## src/rtl/array_binary_tree_traversal_assert.svh

```systemverilog
// ----------------------------------------------------------------------------
// Assertion macros for the array binary tree traversal block
// ----------------------------------------------------------------------------
`ifndef ARRAY_BINARY_TREE_TRAVERSAL_ASSERT_SVH
`define ARRAY_BINARY_TREE_TRAVERSAL_ASSERT_SVH

// Condition holds in the same cycle as the trigger
`define ABTT_CHK_SAME(lbl, ante, cons, msg) \
	lbl: assert property (@(posedge clk) disable iff (!arst_n) (ante) |-> (cons)) \
		else $error(msg);

// Condition holds in the cycle after the trigger
`define ABTT_CHK_NEXT(lbl, ante, cons, msg) \
	lbl: assert property (@(posedge clk) disable iff (!arst_n) (ante) |=> (cons)) \
		else $error(msg);

`endif

```

## src/rtl/abtt_pkg.sv

```systemverilog
`timescale 1ns / 1ps
// ----------------------------------------------------------------------------
// abtt_pkg
// Shared types and constants of the array binary tree traversal block.
// ----------------------------------------------------------------------------
package abtt_pkg;

	localparam int TABLE_DEPTH = 63;
	localparam int VALUE_WIDTH = 32;
	localparam int IDX_W       = $clog2(TABLE_DEPTH);
	localparam int CHILD_W     = IDX_W + 1;
	localparam int STACK_DEPTH = $clog2(TABLE_DEPTH + 1);
	localparam int STK_W       = $clog2(STACK_DEPTH);
	localparam int SP_W        = $clog2(STACK_DEPTH + 1);

	localparam logic [1:0] REQ_WRITE = 2'd0;
	localparam logic [1:0] REQ_CLEAR = 2'd1;
	localparam logic [1:0] REQ_WALK  = 2'd2;

	localparam logic [1:0] ORD_IN   = 2'd0;
	localparam logic [1:0] ORD_PRE  = 2'd1;
	localparam logic [1:0] ORD_POST = 2'd2;

	localparam logic [1:0] ST_OK    = 2'd0;
	localparam logic [1:0] ST_RANGE = 2'd1;
	localparam logic [1:0] ST_EMPTY = 2'd2;

	localparam logic [1:0] PH_PRE  = 2'd0;
	localparam logic [1:0] PH_MID  = 2'd1;
	localparam logic [1:0] PH_POST = 2'd2;

	typedef struct packed {
		logic [1:0]         req_type;
		logic [6:0]         node_index;
		logic signed [31:0] node_value;
		logic [1:0]         walk_order;
	} req_t;

	typedef struct packed {
		logic signed [31:0] out_value;
		logic [1:0]         status;
		logic               last;
	} rsp_t;

	typedef struct packed {
		logic                   wr_en;
		logic                   clr;
		logic [IDX_W-1:0]       addr;
		logic [VALUE_WIDTH-1:0] wdata;
	} tbl_req_t;

	typedef struct packed {
		logic                   present;
		logic [VALUE_WIDTH-1:0] value;
	} tbl_rsp_t;

endpackage

```

## src/rtl/abtt_table.sv

```systemverilog
`timescale 1ns / 1ps
// ----------------------------------------------------------------------------
// abtt_table
// Node table: one-port memory with per-slot valid bits and registered read.
// ----------------------------------------------------------------------------
module abtt_table (
	input  logic               clk,
	input  logic               arst_n,
	input  abtt_pkg::tbl_req_t req,
	output abtt_pkg::tbl_rsp_t rsp
);

	logic [abtt_pkg::VALUE_WIDTH-1:0] mem_q [abtt_pkg::TABLE_DEPTH];
	logic [abtt_pkg::TABLE_DEPTH-1:0] vld_q;
	logic [abtt_pkg::VALUE_WIDTH-1:0] rd_data_q;
	logic                             rd_vld_q;

	always_ff @(posedge clk) begin
		if (req.wr_en) begin
			mem_q[req.addr] <= req.wdata;
		end
		rd_data_q <= mem_q[req.addr];
	end

	always_ff @(posedge clk or negedge arst_n) begin
		if (!arst_n) begin
			vld_q    <= '0;
			rd_vld_q <= 1'b0;
		end else begin
			rd_vld_q <= vld_q[req.addr];
			if (req.clr) begin
				vld_q <= '0;
			end else if (req.wr_en) begin
				vld_q[req.addr] <= 1'b1;
			end
		end
	end

	assign rsp.present = rd_vld_q && (rd_data_q != '1);
	assign rsp.value   = rd_data_q;

endmodule

```

## src/rtl/array_binary_tree_traversal.sv

```systemverilog
// Write and clear: result registered in the cycle after acceptance. Unused requests
// are accepted but give no result. Traverse: a root read and check, then per node a
// step per phase, plus a table read for each child slot in range. The single
// table read port and one stack step per cycle (unless rsp stalls) set the walk rate.
// Reset empties the table at once through per-slot valid bits; no clearing pass.
`timescale 1ns / 1ps
// ----------------------------------------------------------------------------
// array_binary_tree_traversal
// Array-held binary tree with write, clear and stack-driven order walks.
// ----------------------------------------------------------------------------
`include "array_binary_tree_traversal_assert.svh"

module array_binary_tree_traversal (
	input  logic           clk,
	input  logic           arst_n,
	input  logic           req_valid,
	output logic           req_stall,
	input  abtt_pkg::req_t req,
	output logic           rsp_valid,
	input  logic           rsp_stall,
	output abtt_pkg::rsp_t rsp
);

	typedef enum logic [2:0] {
		S_IDLE,
		S_ROOT,
		S_RCHK,
		S_STEP,
		S_CHK,
		S_LAST
	} state_t;

	state_t                                  state_q;
	logic [abtt_pkg::SP_W-1:0]               sp_q;
	logic [1:0]                              emit_ph_q;
	logic                                    pend_v_q;
	logic signed [abtt_pkg::VALUE_WIDTH-1:0] pend_q;
	logic [abtt_pkg::IDX_W-1:0]              child_q;
	logic                                    rsp_v_q;
	abtt_pkg::rsp_t                          rsp_q;

	logic [abtt_pkg::IDX_W-1:0]              stk_idx_q [abtt_pkg::STACK_DEPTH];
	logic [1:0]                              stk_ph_q  [abtt_pkg::STACK_DEPTH];
	logic signed [abtt_pkg::VALUE_WIDTH-1:0] stk_val_q [abtt_pkg::STACK_DEPTH];

	abtt_pkg::tbl_req_t tbl_req;
	abtt_pkg::tbl_rsp_t tbl_rsp;

	logic                                    rsp_free;
	logic                                    acc;
	logic                                    wr_ok;
	logic [abtt_pkg::SP_W-1:0]               sp_m1;
	logic [abtt_pkg::STK_W-1:0]              top_sel;
	logic [abtt_pkg::STK_W-1:0]              push_sel;
	logic [abtt_pkg::IDX_W-1:0]              cur_idx;
	logic [1:0]                              cur_ph;
	logic signed [abtt_pkg::VALUE_WIDTH-1:0] cur_val;
	logic [abtt_pkg::CHILD_W-1:0]            child_w;
	logic                                    child_ok;
	logic                                    emit;
	logic                                    step_go;
	logic                                    descend;
	logic                                    push_en;

	abtt_table u_table (
		.clk    (clk),
		.arst_n (arst_n),
		.req    (tbl_req),
		.rsp    (tbl_rsp)
	);

	assign rsp_free  = !rsp_v_q || !rsp_stall;
	assign req_stall = (state_q != S_IDLE) ||
		(!rsp_free && (req.req_type == abtt_pkg::REQ_WRITE ||
		               req.req_type == abtt_pkg::REQ_CLEAR));
	assign acc       = req_valid && !req_stall;
	assign wr_ok     = req.node_index < 7'(abtt_pkg::TABLE_DEPTH);

	assign sp_m1    = sp_q - abtt_pkg::SP_W'(1);
	assign top_sel  = sp_m1[abtt_pkg::STK_W-1:0];
	assign push_sel = sp_q[abtt_pkg::STK_W-1:0];
	assign cur_idx  = stk_idx_q[top_sel];
	assign cur_ph   = stk_ph_q[top_sel];
	assign cur_val  = stk_val_q[top_sel];

	assign child_w  = {cur_idx, 1'b0} + abtt_pkg::CHILD_W'(1) + abtt_pkg::CHILD_W'(cur_ph[0]);
	assign child_ok = child_w < abtt_pkg::CHILD_W'(abtt_pkg::TABLE_DEPTH);

	assign emit    = (cur_ph == emit_ph_q);
	assign step_go = (state_q == S_STEP) && !(emit && pend_v_q && !rsp_free);
	assign descend = (cur_ph == abtt_pkg::PH_PRE) || (cur_ph == abtt_pkg::PH_MID);
	assign push_en = ((state_q == S_RCHK) || (state_q == S_CHK)) && tbl_rsp.present;

	always_comb begin
		tbl_req.wr_en = acc && (req.req_type == abtt_pkg::REQ_WRITE) && wr_ok;
		tbl_req.clr   = acc && (req.req_type == abtt_pkg::REQ_CLEAR);
		tbl_req.wdata = abtt_pkg::VALUE_WIDTH'(req.node_value);
		tbl_req.addr  = '0;
		if (tbl_req.wr_en) begin
			tbl_req.addr = req.node_index[abtt_pkg::IDX_W-1:0];
		end else if (state_q == S_STEP && child_ok) begin
			tbl_req.addr = child_w[abtt_pkg::IDX_W-1:0];
		end
	end

	// walk stack entries are written before they are read
	always_ff @(posedge clk) begin
		if (push_en) begin
			stk_idx_q[push_sel] <= (state_q == S_RCHK) ? '0 : child_q;
			stk_ph_q[push_sel]  <= abtt_pkg::PH_PRE;
			stk_val_q[push_sel] <= tbl_rsp.value;
		end else if (step_go && descend) begin
			stk_ph_q[top_sel] <= cur_ph + 2'd1;
		end
	end

	always_ff @(posedge clk or negedge arst_n) begin
		if (!arst_n) begin
			state_q   <= S_IDLE;
			sp_q      <= '0;
			emit_ph_q <= abtt_pkg::PH_MID;
			pend_v_q  <= 1'b0;
			pend_q    <= '0;
			child_q   <= '0;
			rsp_v_q   <= 1'b0;
			rsp_q     <= '0;
		end else begin
			if (rsp_v_q && !rsp_stall) begin
				rsp_v_q <= 1'b0;
			end
			unique case (state_q)
				S_IDLE: begin
					if (acc) begin
						unique case (req.req_type)
							abtt_pkg::REQ_WRITE: begin
								rsp_v_q       <= 1'b1;
								rsp_q.out_value <= '0;
								rsp_q.status  <= wr_ok ? abtt_pkg::ST_OK : abtt_pkg::ST_RANGE;
								rsp_q.last    <= 1'b1;
							end
							abtt_pkg::REQ_CLEAR: begin
								rsp_v_q       <= 1'b1;
								rsp_q.out_value <= '0;
								rsp_q.status  <= abtt_pkg::ST_OK;
								rsp_q.last    <= 1'b1;
							end
							abtt_pkg::REQ_WALK: begin
								state_q <= S_ROOT;
								unique case (req.walk_order)
									abtt_pkg::ORD_PRE:  emit_ph_q <= abtt_pkg::PH_PRE;
									abtt_pkg::ORD_POST: emit_ph_q <= abtt_pkg::PH_POST;
									default:            emit_ph_q <= abtt_pkg::PH_MID;
								endcase
							end
							default: begin
								state_q <= S_IDLE;
							end
						endcase
					end
				end
				S_ROOT: begin
					state_q <= S_RCHK;
				end
				S_RCHK: begin
					if (tbl_rsp.present) begin
						sp_q    <= abtt_pkg::SP_W'(1);
						state_q <= S_STEP;
					end else if (rsp_free) begin
						rsp_v_q         <= 1'b1;
						rsp_q.out_value <= '0;
						rsp_q.status    <= abtt_pkg::ST_EMPTY;
						rsp_q.last      <= 1'b1;
						state_q         <= S_IDLE;
					end
				end
				S_STEP: begin
					if (step_go) begin
						if (emit) begin
							pend_q   <= cur_val;
							pend_v_q <= 1'b1;
							if (pend_v_q) begin
								rsp_v_q         <= 1'b1;
								rsp_q.out_value <= 32'(pend_q);
								rsp_q.status    <= abtt_pkg::ST_OK;
								rsp_q.last      <= 1'b0;
							end
						end
						if (descend) begin
							if (child_ok) begin
								child_q <= child_w[abtt_pkg::IDX_W-1:0];
								state_q <= S_CHK;
							end
						end else begin
							sp_q <= sp_m1;
							if (sp_q == abtt_pkg::SP_W'(1)) begin
								state_q <= S_LAST;
							end
						end
					end
				end
				S_CHK: begin
					if (tbl_rsp.present) begin
						sp_q <= sp_q + abtt_pkg::SP_W'(1);
					end
					state_q <= S_STEP;
				end
				S_LAST: begin
					if (rsp_free) begin
						rsp_v_q         <= 1'b1;
						rsp_q.out_value <= 32'(pend_q);
						rsp_q.status    <= abtt_pkg::ST_OK;
						rsp_q.last      <= 1'b1;
						pend_v_q        <= 1'b0;
						state_q         <= S_IDLE;
					end
				end
				default: begin
					state_q <= S_IDLE;
				end
			endcase
		end
	end

	assign rsp_valid = rsp_v_q;
	assign rsp       = rsp_q;

	`ABTT_CHK_SAME(a_idle_stack_empty, state_q == S_IDLE, sp_q == '0, "stack not empty in idle")
	`ABTT_CHK_SAME(a_sp_bound, 1'b1, sp_q <= abtt_pkg::SP_W'(abtt_pkg::STACK_DEPTH), "stack overflow")
	`ABTT_CHK_SAME(a_walk_stack_live, state_q == S_STEP || state_q == S_CHK, sp_q != '0, "walk with empty stack")
	`ABTT_CHK_SAME(a_last_pending, state_q == S_LAST, pend_v_q, "final transaction missing")
	`ABTT_CHK_NEXT(a_single_rsp, acc && (req.req_type == abtt_pkg::REQ_WRITE || req.req_type == abtt_pkg::REQ_CLEAR), rsp_v_q && rsp_q.last, "write or clear transaction lost")

endmodule
```

## config.mk

```make
export PLATFORM = sky130hd
export DESIGN_NAME = array_binary_tree_traversal
export DESIGN_NICKNAME = d
export VERILOG_FILES = /design/src/rtl/abtt_pkg.sv /design/src/rtl/abtt_table.sv /design/src/rtl/array_binary_tree_traversal.sv
export VERILOG_INCLUDE_DIRS = /design/src /design/src/rtl
export SDC_FILE = /design/constraint.sdc
export NUM_CORES = 2
export LEC_CHECK = 0
export ABC_AREA = 1
export BUFFER_PORTS_ARGS = -buffer_cell sky130_fd_sc_hd__buf_4
export CORE_ASPECT_RATIO = 1.2
export CORE_MARGIN = 1
export CORE_UTILIZATION = 60
export CTS_BUF_LIST = sky130_fd_sc_hd__clkbuf_4
export CTS_CLUSTER_DIAMETER = 80
export CTS_CLUSTER_SIZE = 30
export DETAILED_ROUTE_END_ITERATION = 7
export GPL_TIMING_DRIVEN = 1
export PLACE_DENSITY_LB_ADDON = 0.05
export SETUP_SLACK_MARGIN = 0.1
export SLEW_MARGIN = 20
export SYNTH_ARGS = -nofsm -noshare
export SYNTH_HDL_FRONTEND = slang
export SYNTH_HIERARCHICAL = 1
export SYNTH_SLANG_ARGS = --single-unit
```

## constraint.sdc

```tcl
create_clock -name clk -period 12.5 [get_ports clk]
set_clock_uncertainty 0.1 [all_clocks]
set_input_delay 3.125 -clock clk [delete_from_list [all_inputs] [get_ports clk]]
set_output_delay 3.125 -clock clk [all_outputs]
set_load 0.05 [all_outputs]
```

* Word level (Yosys, flattened, before mapping)
Memories as Yosys holds them, arrays and structs flattened. A register that Yosys moved wholly into a read port is not among the register bits.
Cells that the tools add are included.
** Storage, ports and cells
- Bits in read-only memories :: 0
- Bits in latches :: 0
- Register bits :: 115
- RAM bits :: 2256
- Memories :: 4
** Memory list
- u_table.mem_q :: words 63, width 32, read ports 1, clocked after memory_dff 1, wr ports 1, RTL line abtt_table.sv:13 : logic [abtt_pkg::VALUE_WIDTH-1:0] mem_q [abtt_pkg::TABLE_DEPTH];
- stk_val_q :: words 6, width 32, read ports 1, clocked after memory_dff 1, wr ports 1, RTL line array_binary_tree_traversal.sv:44 : logic signed [abtt_pkg::VALUE_WIDTH-1:0] stk_val_q [abtt_pkg::STACK_DEPTH];
- stk_idx_q :: words 6, width 6, read ports 1, clocked after memory_dff 0, wr ports 1, RTL line array_binary_tree_traversal.sv:42 : logic [abtt_pkg::IDX_W-1:0] stk_idx_q [abtt_pkg::STACK_DEPTH];
- stk_ph_q :: words 6, width 2, read ports 1, clocked after memory_dff 0, wr ports 1, RTL line array_binary_tree_traversal.sv:43 : logic [1:0] stk_ph_q [abtt_pkg::STACK_DEPTH];
** Operators by class
- Multipliers :: 0
- Muxes and demuxes :: 57
- Div/mod/pow operators :: 0
- Reduce and logical (&&, ||, !) cells :: 42
- Order comparisons :: 4
- Add/subtract/negate cells :: 5
- Equal/unequal tests :: 27
- Shifts and indexed selects :: 0
- Bitwise gates (word level) :: 1
** Operators by type and width (number)
- 2-to-1 mux 35 bit :: 7
- case mux 35 bit (4 select lines) :: 1
- 2-to-1 mux 63 bit :: 2
- case mux 35 bit (2 select lines) :: 1
- bitwise OR 63 bit :: 1
- 2-to-1 mux 3 bit :: 12
- != test 32 bit (second input constant) :: 1
- 2-to-1 mux 1 bit :: 22
- != test 2 bit (second input constant) :: 11
- 2-to-1 mux 6 bit :: 3
- case mux 3 bit (6 select lines) :: 1
- logical AND 1 bit :: 14
- < comparator 7 x 6 -> 1 bit (second input constant) :: 2
- AND reduction 5 bit :: 2
- case mux 3 bit (3 select lines) :: 1
- AND reduction 9 bit :: 1
- AND reduction 4 bit :: 2
- adder 7 x 1 -> 7 bit :: 1
- adder 7 x 1 -> 7 bit (second input constant) :: 1
- < comparator 6 x 7 -> 1 bit (second input constant) :: 1
- binary-select mux 1 bit (select 6 bit) :: 1
- demux 1 bit (select 6 bit) :: 1
- equality test 2 x 1 -> 1 bit (second input constant) :: 3
- equality test 3 x 1 -> 1 bit (second input constant) :: 2
- other kinds (24) :: 42

* Logic depth before layout (Yosys ltp)
- Word-level depth :: 17
- Mapped depth :: 37
- Mapped depth without buffers :: 29

* Hierarchy
The synthesis kept the hierarchy.
** By module, submodules not included
- abtt_table :: instances 1, area an instance 88372.3 sq um, cells each 8731
- array_binary_tree_traversal :: instances 1, area an instance 13477.9 sq um, cells each 1176

* Least setup slack after synthesis
No wires, ideal clock.
- Path kind :: input port to flip-flop
- Start point :: input port rsp_stall
- End point :: memory u_table/mem_q[32][0] in the netlist's numbering, enable pin
- Arrival time :: 7.164 ns
- Path buffers :: 3
- Stages on the path :: 15
- Slack :: 4.814 ns
- Data required time :: 11.978 ns
- Path through :: nand2_1 o21ai_0 nor2_1 nand4_1 inv_1 nand2_1 nand2_1 buf_6 buf_2 buf_2 nor2_1 inv_1 nor2_2 inv_2 nor2_1
** RTL lines
- start, declared :: RTL line array_binary_tree_traversal.sv:20 : input logic rsp_stall,
- end, declared :: RTL line abtt_table.sv:13

==> metrics.log <==
[metrics] post-synth design cell area: just over 0.1 mm²
[metrics] clock tree from TritonCTS: done
[metrics] Post-CTS Setup Bufs: 0
[metrics] element type at the critical path end: flop
[metrics] type of the worst setup path: reg2reg
[metrics] source of the critical timing path: push_sel[0]
[metrics] peak supply drop: 0.000337 V
[metrics] number of buffers inserted by port buffering: between 80 and 90
[metrics] highest achievable clock rate: roughly 120 MHz
[metrics] most numerous cell on the critical path: sky130_fd_sc_hd__nand2_1
[metrics] highest-count cells in the layout ignoring fill and taps: 6018 x sky130_fd_sc_hd__nand2_1, 2256 x sky130_fd_sc_hd__edfxtp_1, 369 x sky130_fd_sc_hd__nor2_1, 201 x sky130_fd_sc_hd__buf_4, 157 x sky130_fd_sc_hd__o21ai_0
[metrics] clock edge transition at the registers on the reported setup and hold paths: about 0.3 ns
[metrics] Vias/cell: around 5.7
[metrics] number of nets in the finished design: approximately 9800
[metrics] area share of the largest cell type after synthesis: 0.665
[metrics] IO Pins: 84
[metrics] met2 Use GR: 0.521
[metrics] count of maximum capacitance violations: 0
[metrics] antenna viol nets, final: 0
[metrics] DRC violation count after routing: 0
[metrics] DP Wirelength: between 150 and 200 mm
[metrics] share of final-layout standard cells stronger than drive strength 1: 0.0596
[metrics] number of instances in the synthesized netlist: between 9000 and 10000
[metrics] Worst setup SP type: flop
[metrics] count of clock tree sinks: roughly 2400
[metrics] maximum number of pins on one net before global-route repair: about 180
[metrics] number of gates given a new drive strength after cts: 0
[metrics] # fillers: ~14000
[metrics] min-delay worst type: reg2reg
[metrics] worst relative slew slack: 0.251
[metrics] GR Layer Usage met1: 0.454
[metrics] top flip-flop cell by instance count after synthesis: sky130_fd_sc_hd__edfxtp_1
[metrics] area growth from synthesis to layout: 4.20%
[metrics] Reg2Reg Launch Point: push_sel[0]
[metrics] status: complete, no violations
[metrics] EDFF count, synth: ~2300
[metrics] number of buffers on the longest clock path: 3
[metrics] count of placed standard cells in the final layout, fillers left out: around 12000
[metrics] worst-margin pin slew: around 1.1 ns
[metrics] Remaining Overflow, GRT: 0
[metrics] number of H-tree branching levels: 3
[metrics] time the worst path needs with I/O delays and setup: ~8.4 ns
[metrics] #FFs+latches synth: approximately 2400
[metrics] Die Width: 378 µm
[metrics] number of vias after detailed routing: slightly below 70000
[metrics] slowest stage cell on the critical path: sky130_fd_sc_hd__nor2_4
[metrics] Fin. Hold Viols: 0
[metrics] syn avg cell area: between 10 and 15 µm²
[metrics] share of synthesized area occupied by flip-flops and latches: 0.708
[metrics] standby leakage power: 43.3 nW
[metrics] clk root buf: sky130_fd_sc_hd__clkbuf_4
[metrics] number of detailed-routing iterations run before antenna repair: 6
[metrics] Post-CTS Hold Buffers: 0
[metrics] biggest area contributors in the synthesized netlist: sky130_fd_sc_hd__edfxtp_1 67%, sky130_fd_sc_hd__nand2_1 22%, sky130_fd_sc_hd__dfrtp_1 3.6%
[metrics] Total Die Area: 0.171 mm²
[metrics] critical path arrival: 9.17 ns
[metrics] post-placement cell count: 11900
[metrics] most frequent standard cell in the layout excluding fill and tap cells: sky130_fd_sc_hd__nand2_1
[metrics] count of different cell masters after synthesis: 50
[metrics] final setup vio count: 0
[metrics] power density relative to cell area: 174 mW/mm²
[metrics] met3 track utilization from global routing: 0.0431
[metrics] Req. time, crit path: between 10 and 15 ns
[metrics] post-DR wirelength/cell: between 20 and 25 µm
[metrics] Synth async-reset ratio: 0.0604
[metrics] area of the placeable core: ~0.17 mm²
[metrics] final number of max-transition violations: 0
[metrics] area of the multi-input gates: approximately 0.027 mm²
[metrics] RSZ-0062 raised after global routing: no
[metrics] starting DRC count in detailed routing: roughly 7400
[metrics] peak per-stage delay on the critical path: 0.95 ns
[metrics] clock latency on the worst-skew pair: 1.30 ns
[metrics] height of the chip: around 450 µm
[metrics] portion of the clock cycle consumed by the worst path in the final layout: 0.670
[metrics] initial antenna violation count: 19
[metrics] first-pass GRT wire length: 406 mm
[metrics] routed wire length: roughly 270 mm
[metrics] Synth Warn #: 6
[metrics] routability congestion estimate: between 0.8 and 0.9
[metrics] routing layer with the top usage in global route: met2
[metrics] storage element area: around 0.072 mm²
[metrics] Core Rows: between 150 and 200
[metrics] overall track demand over capacity in global routing: 0.320
[metrics] post-synthesis cell type with the largest combined area: sky130_fd_sc_hd__edfxtp_1
[metrics] Setup Total Neg Slack: 0 ns
[metrics] cts bufs inserted: ~100
[metrics] post-synth net total: approximately 10000
[metrics] beginning of the worst hold path: rsp[4]
[metrics] Initial Util: 0.605
[metrics] number of global-route vias before repair: roughly 65000
[metrics] highest net fanout along the worst path: 123
==> report_power, final <==
group | internal, mW | switching [mW]
combinational | 1.40 | 4.35
sequential | 9.25 | 0.357
clock | 0.684 | 2.38
total | 11.3 | 7.09
==> worst paths after layout <==
| kind | end | depth (start not counted) | slack, ns |
|---|---|---|---|
| setup / recovery | u_table/mem_q[14][20] | 25 | 4.13 |
| hold / removal | rsp[4] | 2 | 0.42 |
| setup reg to reg | u_table/mem_q[14][20] | 25 | 4.13 |
| hold reg to reg | rsp[4] | 2 | 0.42 |
| max in group asynchronous | u_table/vld_q[17] | 2 | 9.38 |
| min in group asynchronous | state_q[1] | 1 | 1.70 |
==> kinds of logic (layout without fill, tap and decap cells) <==
kind of cell,count (synthesis),count (layout),share of synthesized area
simple gates,6561,6561,0.246
compound gates,289,289,0.0164
xor+xnor,5,5,0.000762
mux,1,1,0.000111
buf+inv,609,512,0.0286
flops,2435,2435,0.708
other cells,0,8,0
fa+ha+maj,7,7,0.000860
==> worst max-delay path, delay by kind of cell, from the launching register on <==
family	cells	cell delay [ns]
simple gates	13	2.87
flops	1	0.74
fa+ha+maj	2	0.53
buf+inv	8	3.30
compound gates	1	0.12
xor+xnor	1	0.17
==> through the flow <==
| stage | area (µm²) | util | worst slack [ns] | total power [mW] | hold WS (ns) |
|---|---|---|---|---|---|
| 2_1_floorplan | 102000 | - | 4.81 | 13.4 | 0.353 |
| 3_3_place_gp | 104000 | 0.620 | 4.32 | 15.4 | 0.368 |
| 3_5_place_dp | 104000 | 0.620 | 4.15 | 15.4 | 0.369 |
| 4_1_cts | 106000 | 0.630 | 4.15 | 18.4 | 0.422 |
| 5_1_grt | 106000 | 0.630 | 3.68 | 19.3 | 0.437 |
| 6_report | 106000 | 0.630 | 4.13 | 18.4 | 0.418 |
==> synth_stat cells (2+ instances only) <==
cell	number
sky130_fd_sc_hd__inv_1	83
sky130_fd_sc_hd__nor3_1	4
sky130_fd_sc_hd__buf_2	302
sky130_fd_sc_hd__buf_1	22
sky130_fd_sc_hd__or2_2	6
sky130_fd_sc_hd__clkbuf_1	135
sky130_fd_sc_hd__dfxtp_1	32
sky130_fd_sc_hd__buf_4	17
sky130_fd_sc_hd__o21ai_1	32
sky130_fd_sc_hd__o211ai_1	3
sky130_fd_sc_hd__edfxtp_1	2256
sky130_fd_sc_hd__ha_1	7
sky130_fd_sc_hd__nand3b_1	2
sky130_fd_sc_hd__nor2_2	32
sky130_fd_sc_hd__nand3_1	46
sky130_fd_sc_hd__nand2_1	6019
sky130_fd_sc_hd__nand2_2	4
sky130_fd_sc_hd__o21ai_0	161
sky130_fd_sc_hd__nor2_1	410
sky130_fd_sc_hd__nand4_1	14
sky130_fd_sc_hd__inv_2	25
sky130_fd_sc_hd__dfrtp_1	146
sky130_fd_sc_hd__buf_6	22
sky130_fd_sc_hd__o22ai_1	33
sky130_fd_sc_hd__a21oi_1	10
sky130_fd_sc_hd__xor2_1	2
sky130_fd_sc_hd__a31oi_1	3
sky130_fd_sc_hd__o21ai_2	41
sky130_fd_sc_hd__nor3_2	8
sky130_fd_sc_hd__nor2_4	10
==> sequential cells by signal, summed over array words and instances, names as in the netlist <==
name,flops
child_q,6
emit_ph_q,2
pend_q,32
pend_v_q,1
push_sel,3
rsp,35
rsp_valid,1
state_q,3
stk_idx_q,36
stk_ph_q,12
stk_val_q,192
u_table/mem_q,2016
u_table/rd_data_q,32
u_table/rd_vld_q,1
u_table/vld_q,63
==> area by class of cell <==
cell class / instances / area share
Multi-Input combinational cell: 6863 / 0.258
Inverter: 110 / 0.00420
Antenna cell: 8 / 0.000189
Clock inverter: 53 / 0.00568
Tap cell: 2254 / 0.0266
Clock buffer: 134 / 0.00948
Sequential cell: 2435 / 0.679
Timing Repair Buffer: 215 / 0.0168
==> per-layer routing <==
layer	routed length (µm)	vias to the layer above
met5	144	-
met4	7330	22
met3	25500	416
met2	130000	3090
met1	110000	33400
li1	-	31700
Note: power is estimated with default switching activity, not from simulation.
